==> src/sv/dosw_pkg.sv <==
// ----------------------------------------------------------------------------
// dosw_pkg
// Shared types and codes of the display order screen writer.
// ----------------------------------------------------------------------------
package dosw_pkg;

    localparam int ROW_W = 5;
    localparam int COL_W = 7;
    localparam int IDX_W = 12;

    localparam logic [3:0] OP_CLEAR  = 4'd0;
    localparam logic [3:0] OP_BEGIN  = 4'd1;
    localparam logic [3:0] OP_SETADR = 4'd2;
    localparam logic [3:0] OP_DATA   = 4'd3;
    localparam logic [3:0] OP_CURSOR = 4'd4;
    localparam logic [3:0] OP_REPEAT = 4'd5;
    localparam logic [3:0] OP_FIELD  = 4'd6;
    localparam logic [3:0] OP_END    = 4'd7;
    localparam logic [3:0] OP_READ   = 4'd8;
    localparam logic [3:0] OP_HEADER = 4'd9;

    localparam logic [7:0] CHAR_BLANK = 8'h40;

    typedef struct packed {
        logic [3:0]       op;
        logic [ROW_W-1:0] row;
        logic [COL_W-1:0] col;
        logic [IDX_W-1:0] idx;
        logic [7:0]       ch;
        logic             has;
        logic [7:0]       attr;
        logic [15:0]      len;
    } t_cmd;

endpackage

==> src/sv/dosw_front.sv <==
// ----------------------------------------------------------------------------
// dosw_front
// Decodes an incoming request: clamps the 1-based address and forms the
// linear cell index.
// ----------------------------------------------------------------------------
module dosw_front import dosw_pkg::*; #(
    parameter int ROWS = 24,
    parameter int COLS = 80
) (
    input  logic [3:0]  i_type,
    input  logic [55:0] i_data,
    output t_cmd        o_cmd
);

    logic [7:0]       w_ra;
    logic [7:0]       w_ca;
    logic [ROW_W-1:0] w_row;
    logic [COL_W-1:0] w_col;

    assign w_ra = i_data[7:0];
    assign w_ca = i_data[15:8];

    always_comb begin
        if (w_ra == 8'd0) begin
            w_row = '0;
        end else if (w_ra > 8'(ROWS)) begin
            w_row = ROW_W'(ROWS - 1);
        end else begin
            w_row = ROW_W'(w_ra - 8'd1);
        end
        if (w_ca == 8'd0) begin
            w_col = '0;
        end else if (w_ca > 8'(COLS)) begin
            w_col = COL_W'(COLS - 1);
        end else begin
            w_col = COL_W'(w_ca - 8'd1);
        end
    end

    always_comb begin
        o_cmd.op   = i_type;
        o_cmd.row  = w_row;
        o_cmd.col  = w_col;
        o_cmd.idx  = IDX_W'(w_row) * IDX_W'(COLS) + IDX_W'(w_col);
        o_cmd.ch   = i_data[23:16];
        o_cmd.has  = i_data[24];
        o_cmd.attr = i_data[32:25];
        o_cmd.len  = i_data[48:33];
    end

endmodule

==> config.mk <==
export PLATFORM = sky130hd
export DESIGN_NAME = dosw_front
export DESIGN_NICKNAME = d
export VERILOG_FILES = /design/src/sv/dosw_pkg.sv /design/src/sv/dosw_front.sv
export SDC_FILE = /design/constraint.sdc
export NUM_CORES = 1
export LEC_CHECK = 0
export BUFFER_PORTS_ARGS = -buffer_cell sky130_fd_sc_hd__buf_4
export CAP_MARGIN = 20
export CORE_AREA = 5 5 61 63
export DETAILED_ROUTE_END_ITERATION = 10
export DIE_AREA = 0 0 66 68
export GPL_ROUTABILITY_DRIVEN = 0
export PLACE_DENSITY = 0.83
export SYNTH_ARGS = -nofsm -noshare
export SYNTH_HDL_FRONTEND = slang
export SYNTH_SLANG_ARGS = --single-unit
==> constraint.sdc <==
create_clock -name vclk -period 5.24
set_input_delay 0.786 -clock vclk [all_inputs]
set_output_delay 0.786 -clock vclk [all_outputs]
set_load 0.005 [all_outputs]
Yosys cells after proc, flatten, opt, wreduce, memory -nomap -nowiden --
Index checks and enable logic that the tools add are counted. W data, S select, Z words.
Cells by class: add/subtract/negate cells 3, multipliers 1, $lt $le $gt $ge 2, muxes and demuxes 4, reduce and logical (&&, ||, !) cells 2
Operator list (number):
- $logic_not A8 Y1 | 2
- $mux W7 | 2
- $add A12 B7 Y12 | 1
- $mux W5 | 2
- $gt A8 B5 Y1 const B | 1
- $gt A8 B7 Y1 const B | 1
- $mul A5 B3 Y8 const B | 1
- $sub A7 B1 Y7 const B | 1
- $sub A5 B1 Y5 const B | 1
Word-level totals: register bits after elaboration 0, bits of input ports 60, output and inout port bits 61, logic and storage cells 12

Longest topological paths before layout --
word-level depth 5, depth in mapped cells 15, mapped depth without buffers 15

Worst setup path after synthesis --
Ideal clock, no wire load.
kind input to output, from in i_data[0], to out o_cmd[44] (netlist bit), arrival 3482 ps, data required time 4454 ps, setup slack 972 ps, stages on the path 13, path buffers 0, path through inv_1 ha_1 nand2b_4 and3_2 nor4_1 o21ba_2 ha_1 fa_1 nand2_1 nor2_1 nand2_1 a211o_1 a31o_1
RTL lines:
- start: declaration | line dosw_front.sv:11 | input logic [55:0] i_data,
- end: declaration | line dosw_front.sv:12 | output t_cmd o_cmd

==> out/qor.yml <==
run_status: "complete, no violations"
num_antenna_cells: 0
wl_per_cell_um: 11.60
ys_warn_count: 0
synth_adder_area_share: 0.1521
hold_path_class: "primary input to output pin"
power.total_w: 0.0001025
rsz0062_at_grt: "no"
io_buffers: 40
rows: 21
netlist_instances: 152
synth-seq-area-share: 0
worst-path-max-fanout: 5
holdBufCountCts: 0
worst_slew_pin_slew_ps: 428.7
period_minus_slack_ps: 4582
cts_setup_buffers: 0
synth-compound-area-share: 0.2016
layout_common_cells: "buf_4, inv_1, a21oi_1, ha_1"
synth_xor_area_frac: 0.06452
fmax_mhz: 218.2
syn_to_final_growth_pct: 5.300
nets: 226
drtIter0Drc: 19
seq_cells: 0
grt_pass1_vias: 842
hold_viol: 0
drt_wl_total_um: 2296
drt-pass1-iter-count: 4
drv_slew: 0
antenna_found_initial: 0
leakagePower_nw: 0.5332
dieHeight_um: 68
setup_viol: 0
ir_drop_v: 0.00003696
fin_hold_ws_ps: 1572
initial_core_util: 0.3416
via_per_inst: 4.747
pin_count: 121
slew_headroom: 0.7120
cts.repair.resized: 0
ant_nets: 0
dpl.hpwl_um: 1951
drv_cap: 0
critPathKind: "primary input to output pin"
drc: 0
die_width_um: 66
die-area_sq_mm: 0.004488
cellPowerDensity_mw_per_mm2: 89.66
core_sq_mm: 0.003179
n_fill_cell: 344
yosys.area_share.simple: 0.2465
final_common_cell: "buf_4"
crit_arrival_ps: 3800
nClkBuffers: 0
worstSetupStartpointType: "primary input"
synth_area_per_cell_sq_um: 7.145
ys_types: 39
register_area_sq_um: 0
muxShareOfSynthArea: 0.01037
grt_max_degree: 9
period_share: 0.8744
syn-cell-area_sq_mm: 0.001086
grt_pass1_wl_um: 3539
synthesis.nets: 224
cp.required_ps: 4450
cp-end-kind: "output pin"
tns_ps: 0
grt_use_total: 0.09238
vias: 940
drive_gt1_frac: 0.3421
grt.overflow.total: 0
synth_top_family_by_area: "buffers and inverters"
-- cells in the mapped netlist (2+ instances only) --
master | n | area (sq um)
buf_4 | 41 | 307.8
inv_1 | 12 | 45.04
a21oi_1 | 11 | 55.05
ha_1 | 10 | 125.1
nand2_1 | 9 | 33.78
nor2_1 | 9 | 33.78
o21ai_0 | 8 | 40.04
nand2b_1 | 4 | 25.02
nor3_1 | 4 | 20.02
xnor2_1 | 4 | 35.03
xor2_1 | 4 | 35.03
nor3_2 | 3 | 30.03
a211o_1 | 2 | 17.52
a21o_1 | 2 | 15.01
fa_1 | 2 | 40.04
nand3_1 | 2 | 10.01
nor2b_1 | 2 | 12.51
or2_2 | 2 | 12.51
-- power by group --
group	leakage, nW	total [W]	switching, W	internal, W
Combinational	0.533	0.000103	0.0000477	0.0000549
Sequential	0	0	0	0
Clock	0	0	0	0
Total	0.533	0.000103	0.0000477	0.0000549
-- worst max-delay path, stage by stage --
cell and delay, ps:
buf_4 130, inv_1 50, ha_1 220, nand2b_4 80
and3_2 250, nor4_1 250, buf_4 170, o21ba_2 150
ha_1 230, fa_1 550, nand2_1 60, nor2_1 160
nand2_1 110, a211o_1 240, a31o_1 210, buf_4 130
-- area by class of cell --
type | instances | area [sq um] | share of cell area
repair buffers | 41 | 307.8 | 0.2691
multi-input cells | 99 | 733.2 | 0.6411
inverters | 12 | 45.04 | 0.03939
well taps | 46 | 57.56 | 0.05033
-- metal layers --
layer | vias to the layer above | wire length, um | track usage
met3 | 6 | 176 | 0.009852
met5 | - | 0 | 0
li1 | 481 | - | -
met1 | 421 | 1019 | 0.1146
met2 | 32 | 1074 | 0.1715
met4 | 0 | 25 | 0.02030
-- per-stage QoR --
step           setup WS, ps  std cells  cell area (sq um)  utilization
2_1_floorplan         972.3        152               1086            -
3_3_place_gp          703.8        198               1144       0.3597
3_5_place_dp          649.7        198               1144       0.3597
4_1_cts               638.4        198               1144       0.3597
5_1_grt               473.0        198               1144       0.3597
6_report              657.9        198               1144       0.3597
-- logic make-up (layout without fill, tap and decap cells) --
group / Yosys count / in the layout
and+or+nand+nor: 44 / 44
muxes: 1 / 1
xor gates and xnor gates: 8 / 8
buffers and inverters: 53 / 53
AOI/OAI and AO/OA: 34 / 34
adders and majority gates: 12 / 12
-- worst paths after layout --
path              startpoint        end  slack (ps)  depth (start not counted)
hold / removal    i_data[33]   o_cmd[0]        1570                          0
setup / recovery   i_data[0]  o_cmd[44]         660                         16
Power figures use the tool's default switching activity.
