## config.mk

```make
export PLATFORM = sky130hd
export DESIGN_NAME = dosw_queue
export DESIGN_NICKNAME = d
export VERILOG_FILES = /design/src/sv/dosw_pkg.sv /design/src/sv/dosw_queue.sv
export SDC_FILE = /design/constraint.sdc
export NUM_CORES = 1
export LEC_CHECK = 0
export ABC_AREA = 1
export BUFFER_PORTS_ARGS = -buffer_cell sky130_fd_sc_hd__buf_2
export CAP_MARGIN = 20
export CORE_MARGIN = 2
export CORE_UTILIZATION = 45
export CTS_BUF_LIST = sky130_fd_sc_hd__clkbuf_4 sky130_fd_sc_hd__clkbuf_8
export DETAILED_ROUTE_END_ITERATION = 6
export GPL_TIMING_DRIVEN = 0
export PLACE_DENSITY_LB_ADDON = 0.1
export SLEW_MARGIN = 20
export SYNTH_ARGS = -nofsm -noshare
export SYNTH_HDL_FRONTEND = slang
export SYNTH_SLANG_ARGS = --single-unit
```

## constraint.sdc

```tcl
create_clock -name i_clk -period 9.4 [get_ports i_clk]
set_clock_uncertainty 0.15 [all_clocks]
set_input_delay 1.88 -clock i_clk [delete_from_list [all_inputs] [get_ports i_clk]]
set_output_delay 1.88 -clock i_clk [all_outputs]
set_load 0.05 [all_outputs]
```

## src/sv/dosw_pkg.sv

```systemverilog
// ----------------------------------------------------------------------------
// dosw_pkg
// Shared types and codes of the display order screen writer.
// ----------------------------------------------------------------------------
package dosw_pkg;

    localparam int ROW_W = 5;
    localparam int COL_W = 7;
    localparam int IDX_W = 12;

    localparam logic [3:0] OP_CLEAR  = 4'd0;
    localparam logic [3:0] OP_BEGIN  = 4'd1;
    localparam logic [3:0] OP_SETADR = 4'd2;
    localparam logic [3:0] OP_DATA   = 4'd3;
    localparam logic [3:0] OP_CURSOR = 4'd4;
    localparam logic [3:0] OP_REPEAT = 4'd5;
    localparam logic [3:0] OP_FIELD  = 4'd6;
    localparam logic [3:0] OP_END    = 4'd7;
    localparam logic [3:0] OP_READ   = 4'd8;
    localparam logic [3:0] OP_HEADER = 4'd9;

    localparam logic [7:0] CHAR_BLANK = 8'h40;

    typedef struct packed {
        logic [3:0]       op;
        logic [ROW_W-1:0] row;
        logic [COL_W-1:0] col;
        logic [IDX_W-1:0] idx;
        logic [7:0]       ch;
        logic             has;
        logic [7:0]       attr;
        logic [15:0]      len;
    } t_cmd;

endpackage

```

## src/sv/dosw_queue.sv

```systemverilog
// ----------------------------------------------------------------------------
// dosw_queue
// Two-entry request queue between the decoder and the executor.
// ----------------------------------------------------------------------------
module dosw_queue import dosw_pkg::*; (
    input  logic i_clk,
    input  logic i_rst_n,
    input  logic i_push,
    input  t_cmd i_cmd,
    output logic o_full,
    input  logic i_pop,
    output logic o_empty,
    output t_cmd o_cmd
);

    t_cmd       r_mem [2];
    logic [1:0] r_cnt;
    logic       r_wp;
    logic       r_rp;

    assign o_full  = (r_cnt == 2'd2);
    assign o_empty = (r_cnt == 2'd0);
    assign o_cmd   = r_mem[r_rp];

    always_ff @(posedge i_clk) begin
        if (i_push) begin
            r_mem[r_wp] <= i_cmd;
        end
    end

    always_ff @(posedge i_clk) begin
        if (!i_rst_n) begin
            r_cnt <= '0;
            r_wp  <= 1'b0;
            r_rp  <= 1'b0;
        end else begin
            if (i_push) begin
                r_wp <= ~r_wp;
            end
            if (i_pop) begin
                r_rp <= ~r_rp;
            end
            r_cnt <= r_cnt + 2'(i_push) - 2'(i_pop);
        end
    end

endmodule

```

---- After elaboration in Yosys (flattened, before gate mapping) ----
Memories as Yosys holds them, arrays and structs flattened. A register that Yosys moved wholly into a read port is not among the register bits.
Cells that the tools add are included.
storage, ports and cells
  register bits after elaboration ......... 4
  word-level logic and storage cells ...... 14
  memories kept ........................... 1
  RAM bits ................................ 122
memories
  name   words  width  read ports  clocked after memory_dff  wr ports  line              RTL
  r_mem  2      61     1           1                         1         dosw_queue.sv:16  t_cmd r_mem [2];
cells by class
  eq/ne operators ......................... 1
  reductions and logical operators ........ 1
  $add $sub $neg .......................... 2
  muxes and demuxes ....................... 4
  bitwise gates (word level) .............. 2
operators by type and width
  kind                                         count
  1-bit two-way mux                            4
  2-bit by 1-bit adder with 2-bit output       1
  2-bit == test, second input constant         1
  2-bit zero test                              1
  1-bit inverter                               2
  2-bit by 1-bit subtractor with 2-bit output  1

---- Longest topological paths before layout ----
Gate-level depths: netlist of run 1.
  depth in word-level cells ............... 3
  gate-level depth with buffers ........... 9

---- Worst setup path after synthesis of run 1 ----
OpenSTA, ideal clock, no wires.
  path type ............................... input -> register
  start point ............................. input port i_push
  end point ............................... memory r_mem[0][0] in the netlist's numbering (enable)
  library setup time ...................... 0.482 ns
  stages .................................. 2
  required time ........................... 8.768 ns
  setup slack ............................. 4.289 ns
  path buffers ............................ 0
  arrival ................................. 4.479 ns
  cell sequence ........................... inv_1 nor2_1
between the ends
  cells in the longest elaborated chain, start to end .. 2
RTL lines
  element                                  line              RTL
  start: declaration                       dosw_queue.sv:8   input logic i_push,
  1-bit two-way mux                        dosw_queue.sv:26  if (i_push) begin
  1-bit two-way mux (not written as such)  dosw_queue.sv:27  r_mem[r_wp] <= i_cmd;
  end: declaration                         dosw_queue.sv:16
Every way passes these cells.

==> results of run 1 <==
[metal layers]
| metal | GRT usage [%] | vias to the layer above | wire (um) |
|---|---|---|---|
| li1 | - | 1163 | - |
| met1 | 15.9 | 1204 | 3160 |
| met2 | 23.1 | 86 | 4100 |
| met3 | 5.26 | 13 | 512 |
| met4 | 6.32 | 2 | 89 |
| met5 | 0 | - | 13 |
[power breakdown]
group | internal (W) | switching (W) | leakage [nW] | total [W]
Combinational | 0.0000790 | 0.000144 | 1.15 | 0.000223
Sequential | 0.000654 | 0.00000789 | 1.19 | 0.000662
Clock | 0.000291 | 0.000195 | 0.209 | 0.000486
Total | 0.00102 | 0.000347 | 2.54 | 0.00137
[cell type report]
| class | count | area, um^2 |
|---|---|---|
| multi-input cells | 82 | 1020 |
| repair buffers | 131 | 723 |
| plain buffers | 7 | 131 |
| fillers | 876 | 4490 |
| clock inverters | 13 | 170 |
| flip-flops and latches | 127 | 3760 |
| clock buffers | 19 | 249 |
| inverters | 7 | 28.8 |
| well taps | 140 | 175 |
[path summary, 6_finish.rpt]
path / from / cells after the start / end / slack, ns
worst max register to register: r_wp$_SDFFE_PN0P_ / 3 / r_mem[1][5]$_DFFE_PP_ / 7.79
worst min register to register: r_rp$_SDFFE_PN0P_ / 2 / r_rp$_SDFFE_PN0P_ / 0.36
worst max-delay path: flip-flop / 4 / o_cmd[57] / 5.76
worst min-delay path: r_rp$_SDFFE_PN0P_ / 2 / r_rp$_SDFFE_PN0P_ / 0.36
[layout by cell type, fill, tap and decap left out, drive strengths merged]
cell type | synthesis | layout
nor2 | 9 | 9
clkinvlp | 0 | 2
bufinv | 0 | 4
nand3 | 1 | 1
ha | 2 | 2
clkinv | 0 | 7
a21oi | 1 | 1
mux2 | 61 | 61
inv | 7 | 7
buf | 7 | 138
dfxtp | 5 | 5
edfxtp | 122 | 122
clkbuf | 0 | 19
nand2 | 8 | 8
[flip-flops by register name (all words and copies together) (netlist names), named ones only]
register and flops:
r_rp 1, r_wp 1, r_mem 122, r_cnt 2
[logic make-up (layout without fill, tap and decap cells)]
logic type / after synthesis / count (layout) / share of synthesized area [%]
flops: 127 / 127 / 76.3
mux: 61 / 61 / 18.5
simple gates: 18 / 18 / 1.40
buf+inv: 14 / 177 / 3.20
fa+ha+maj: 2 / 2 / 0.507
compound gates: 1 / 1 / 0.101
[critical path: cells and delay by family, from the launching register on]
family / cells / cell delay, ns
buf+inv: 3 / 0.58
flops: 1 / 0.32
mux: 1 / 0.31
[stage by stage]
| step | area (um^2) | setup WS, ns | instances |
|---|---|---|---|
| after floorplan | 4930 | 4.29 | 223 |
| after global placement | 5740 | 2.42 | 490 |
| after detailed placement | 5840 | 6.17 | 494 |
| after CTS | 6260 | 5.71 | 526 |
| after global routing | 6260 | 5.67 | 526 |
| final | 6260 | 5.76 | 526 |
==> impl_metrics.yaml, run 1 <==
status:
  status: "completed"
sta:
  hold_ws_ns: 0.361
  rsz0062_at_grt: "false"
  slew_violations: 0
  fmax_mhz: 275
  period_share_pct: 38.7
  setup_violations: 0
  finalCriticalPeriod_ns: 3.64
  slew_headroom_pct: 73.5
  hold_viol: 0
  fin_tns_setup_ns: 0
  tightest_slew_ns: 0.397
layout:
  antennaDiodeCount: 0
  syn2layout_area_growth_pct: 26.9
  post-route-util_pct: 58.3
  drive_gt1_share_pct: 59.6
  nNetsFinal: 440
clocking:
  htreeDepth: 4
  cts_setup_buffers: 0
  cts_resized: 0
  cts_tree: "yes"
  worstSkewPairLatency_ns: 0.41
  holdBufCountCts: 0
  clk_pin_slew_ns: 0.06
  clk_path_buf_depth: 2
  numCtsBuffers: 17
  root_buffer: "clkbuf_8"
  cts_sinks: 127
synth:
  ys_ff_latch: 127
  ys_seq_area_share_pct: 76.3
  synth_area_leader_cell: "edfxtp_1"
  synth_most_common_cell: "edfxtp_1"
  syn_avg_cell_area_um2: 22.1
  ys_dominant_reg_cell: "edfxtp_1"
  syn-num-nets: 290
  synth_area_leaders: "edfxtp_1, mux2_4, buf_12, dfxtp_1, nor2_1"
  synth_area_mm2: 0.00493
  yosys.area.top_type_share_pct: 74.3
  syn_inst: 223
  yosysWarningCount: 0
  async_reset_ff_share_pct: 0
  ys_types: 12
  synth_edf_count: 122
  synth_common_cells: "edfxtp_1, mux2_4, nor2_1"
die:
  ios: 128
  core_area_mm2: 0.0107
  die_x_um: 109
  die_area_mm2: 0.0118
  chipHeight_um: 109
  rows: 38
  initial_core_util_pct: 45.9
critical_path:
  cp_slowest_cell: "dfxtp_1"
  arrival_ns: 1.61
  critPathMaxFanout: 10
  crit_type: "flip-flop to output pin"
  worst_setup_path_start_kind: "flip-flop"
  cpPeakStageDelay_ns: 0.32
  end_kind: "output pin"
  crit_required_ns: 7.37
  cp_cell_sequence: "buf_6, buf_12, mux2_4, buf_2"
global_routing:
  grt_usage_pct: 13.9
  grt-ovfl-total: 0
  grt_pass1_vias: 2494
  grt_max_degree: 35
  antenna_found_initial: 1
  grt_pass1_wl_um: 11900
power_and_ir_drop:
  cellLeakagePower_nw: 2.54
  vdd_drop_max_mv: 0.106
  finalPower_w: 0.00137
  p_per_area_mw_per_mm2: 219
min_path:
  hold_class: "flip-flop to flip-flop"
placement:
  numPortBuffers: 127
  routabilityCongestion: 0.647
  dpl.hpwl_um: 5130
routing:
  drc: 0
  detail-route-antenna-nets: 0
  first_pass_iters: 4
  drtIter0Drc: 95
  dr_total_vias: 2468
  wl_per_cell_um: 15.0
  postRouteWirelength_um: 7870
  vias_per_cell: 4.69
run:
  maxCapViolCount: 0
Power figures use the tool's default switching activity.
==> run 2: changes to the inputs <==
==> constraint.sdc (replaced) <==
create_clock -name i_clk -period 3.1 [get_ports i_clk]
set_clock_uncertainty 0.15 [all_clocks]
set_input_delay 0.62 -clock i_clk [delete_from_list [all_inputs] [get_ports i_clk]]
set_output_delay 0.62 -clock i_clk [all_outputs]
set_load 0.05 [all_outputs]
==> impl_metrics.yaml, run 2 (synthesized netlist as in run 1, its figures left out) <==
status:
  status: "completed"
power_and_ir_drop:
  vdd_drop_max_mv: 0.348
  cellLeakagePower_nw: 2.54
  p_per_area_mw_per_mm2: 666
sta:
  setup_violations: 0
  tightest_slew_ns: 0.625
  hold_viol: 0
  slew_headroom_pct: 58.2
  finalCriticalPeriod_ns: 2.40
  period_share_pct: 77.5
  hold_ws_ns: 0.229
  fmax_mhz: 416
  layout_setup_ws_ns: 0.698
  slew_violations: 0
  rsz0062_at_grt: "false"
layout:
  final_common_cell: "buf_2"
  final_cells: 525
  nFillCells: 868
  seq_area_mm2: 0.00376
  drive_gt1_share_pct: 60.3
  syn2layout_area_growth_pct: 26.6
  largest_registers: "r_mem: 122 flops, r_cnt: 2 flops"
  nNetsFinal: 439
  antennaDiodeCount: 0
  fin_area_mm2: 0.00624
  largest_reg_flops: 122
  regMostFlops: "r_mem"
  final_cell_mix: "buf_2, edfxtp_1, mux2_4"
  multiInputGateArea_mm2: 0.00102
placement:
  dp.cells: 493
  numPortBuffers: 127
  postPlaceCellArea_mm2: 0.00582
  dp_worst_setup_slack_ns: 1.05
  routabilityCongestion: 0.655
  dpl.hpwl_um: 5260
min_path:
  hold_class: "input port to flip-flop"
  min-delay-start: "i_cmd[7]"
  min_to: "r_mem[1][7]$_DFFE_PP_"
  min_path_cells: 1
clocking:
  htreeDepth: 4
  cts_resized: 0
  cts_setup_buffers: 0
  worstSkewPairLatency_ns: 0.42
  cts_tree: "yes"
  numCtsBuffers: 17
  cts_sinks: 127
  clk_pin_slew_ns: 0.07
  root_buffer: "clkbuf_8"
  clk_path_buf_depth: 2
  holdBufCountCts: 0
routing:
  drc: 0
  wl_per_cell_um: 15.1
  vias_per_cell: 4.69
  drtIter0Drc: 87
  detail-route-antenna-nets: 0
  dr_total_vias: 2460
  postRouteWirelength_um: 7950
  first_pass_iters: 4
global_routing:
  met1_usage_pct: 15.0
  top_usage_layer: "met2"
  grt_pass1_vias: 2435
  grt_max_degree: 37
  grt_pass1_wl_um: 11700
  grt-ovfl-total: 0
  use_met3_pct: 5.80
  grt_usage_pct: 14.0
  met2_usage_pct: 23.0
  antenna_found_initial: 0
die:
  core_area_mm2: 0.0107
  rows: 38
  ios: 128
  initial_core_util_pct: 45.9
  die_area_mm2: 0.0118
  die_x_um: 109
  chipHeight_um: 109
critical_path:
  arrival_ns: 1.63
  worst_setup_path_start_kind: "flip-flop"
  crit_type: "flip-flop to output pin"
  critPathMaxFanout: 10
  rr_endpoint: "r_mem[0][29]$_DFFE_PP_"
  crit_required_ns: 2.33
  reg2reg_from: "r_wp$_SDFFE_PN0P_"
  ff2ff_setup_slack_ns: 1.51
  reg2regPathDepth: 2
  end_kind: "output pin"
run:
  maxCapViolCount: 0
==> run 2: cell types whose count changed in the layout (fill, tap and decap cells not counted), sizes merged <==
cell,previous run,this run
clkbuf,19,26
clkinvlp,2,1
clkinv,7,2
buf,138,137
bufinv,4,3
==> run 2: worst max path at each step <==
stage | from | slack (ns) | end | cells past startpoint
2_1_floorplan | i_push | 0.30 | r_mem[0][0]$_DFFE_PP_ | 2
3_3_place_gp | i_push | -0.82 | r_mem[0][42]$_DFFE_PP_ | 3
3_5_place_dp | i_push | 1.05 | r_mem[0][42]$_DFFE_PP_ | 4
4_1_cts | flip-flop | 0.65 | o_cmd[15] | 4
5_1_grt | flip-flop | 0.61 | o_cmd[14] | 4
6_report | flip-flop | 0.70 | o_cmd[14] | 4
==> run 2: area by class of cell <==
cell class                      count  area share (%)
Sequential cell                   127            60.3
Multi-Input combinational cell     82            16.3
Timing Repair Buffer              130            11.3
Clock buffer                       26            5.03
Tap cell                          140            2.81
Buffer                              7            2.10
Clock inverter                      6            1.72
Inverter                            7           0.461
==> run 2: through the flow <==
step | util [%] | setup TNS (ns) | power [W]
floorplan | - | 0 | 0.00256
global placement | 53.5 | -63.83 | 0.00271
detailed placement | 54.2 | 0 | 0.00273
CTS | 58.1 | 0 | 0.00421
global route | 58.1 | 0 | 0.00432
finish | 58.1 | 0 | 0.00416
==> run 2: where the power goes <==
group	leakage, nW	total, W	internal, W	switching, W
combinational	1.14	0.000672	0.000236	0.000436
sequential	1.19	0.00201	0.00198	0.0000236
clock	0.219	0.00148	0.000899	0.000580
total	2.54	0.00416	0.00312	0.00104
==> run 2: layer usage <==
metal,up-vias,wire [um],part of all wire (%)
met3,17,462,5.8
met4,0,206,2.6
met5,-,0,0
li1,1165,-,-
met1,1194,3160,40
met2,84,4130,52
==> run 2: worst max-delay path, stage by stage, from the launching register on <==
cell and delay [ns]:
dfxtp_1 0.32, buf_6 0.19, buf_12 0.17, mux2_4 0.31, buf_2 0.21
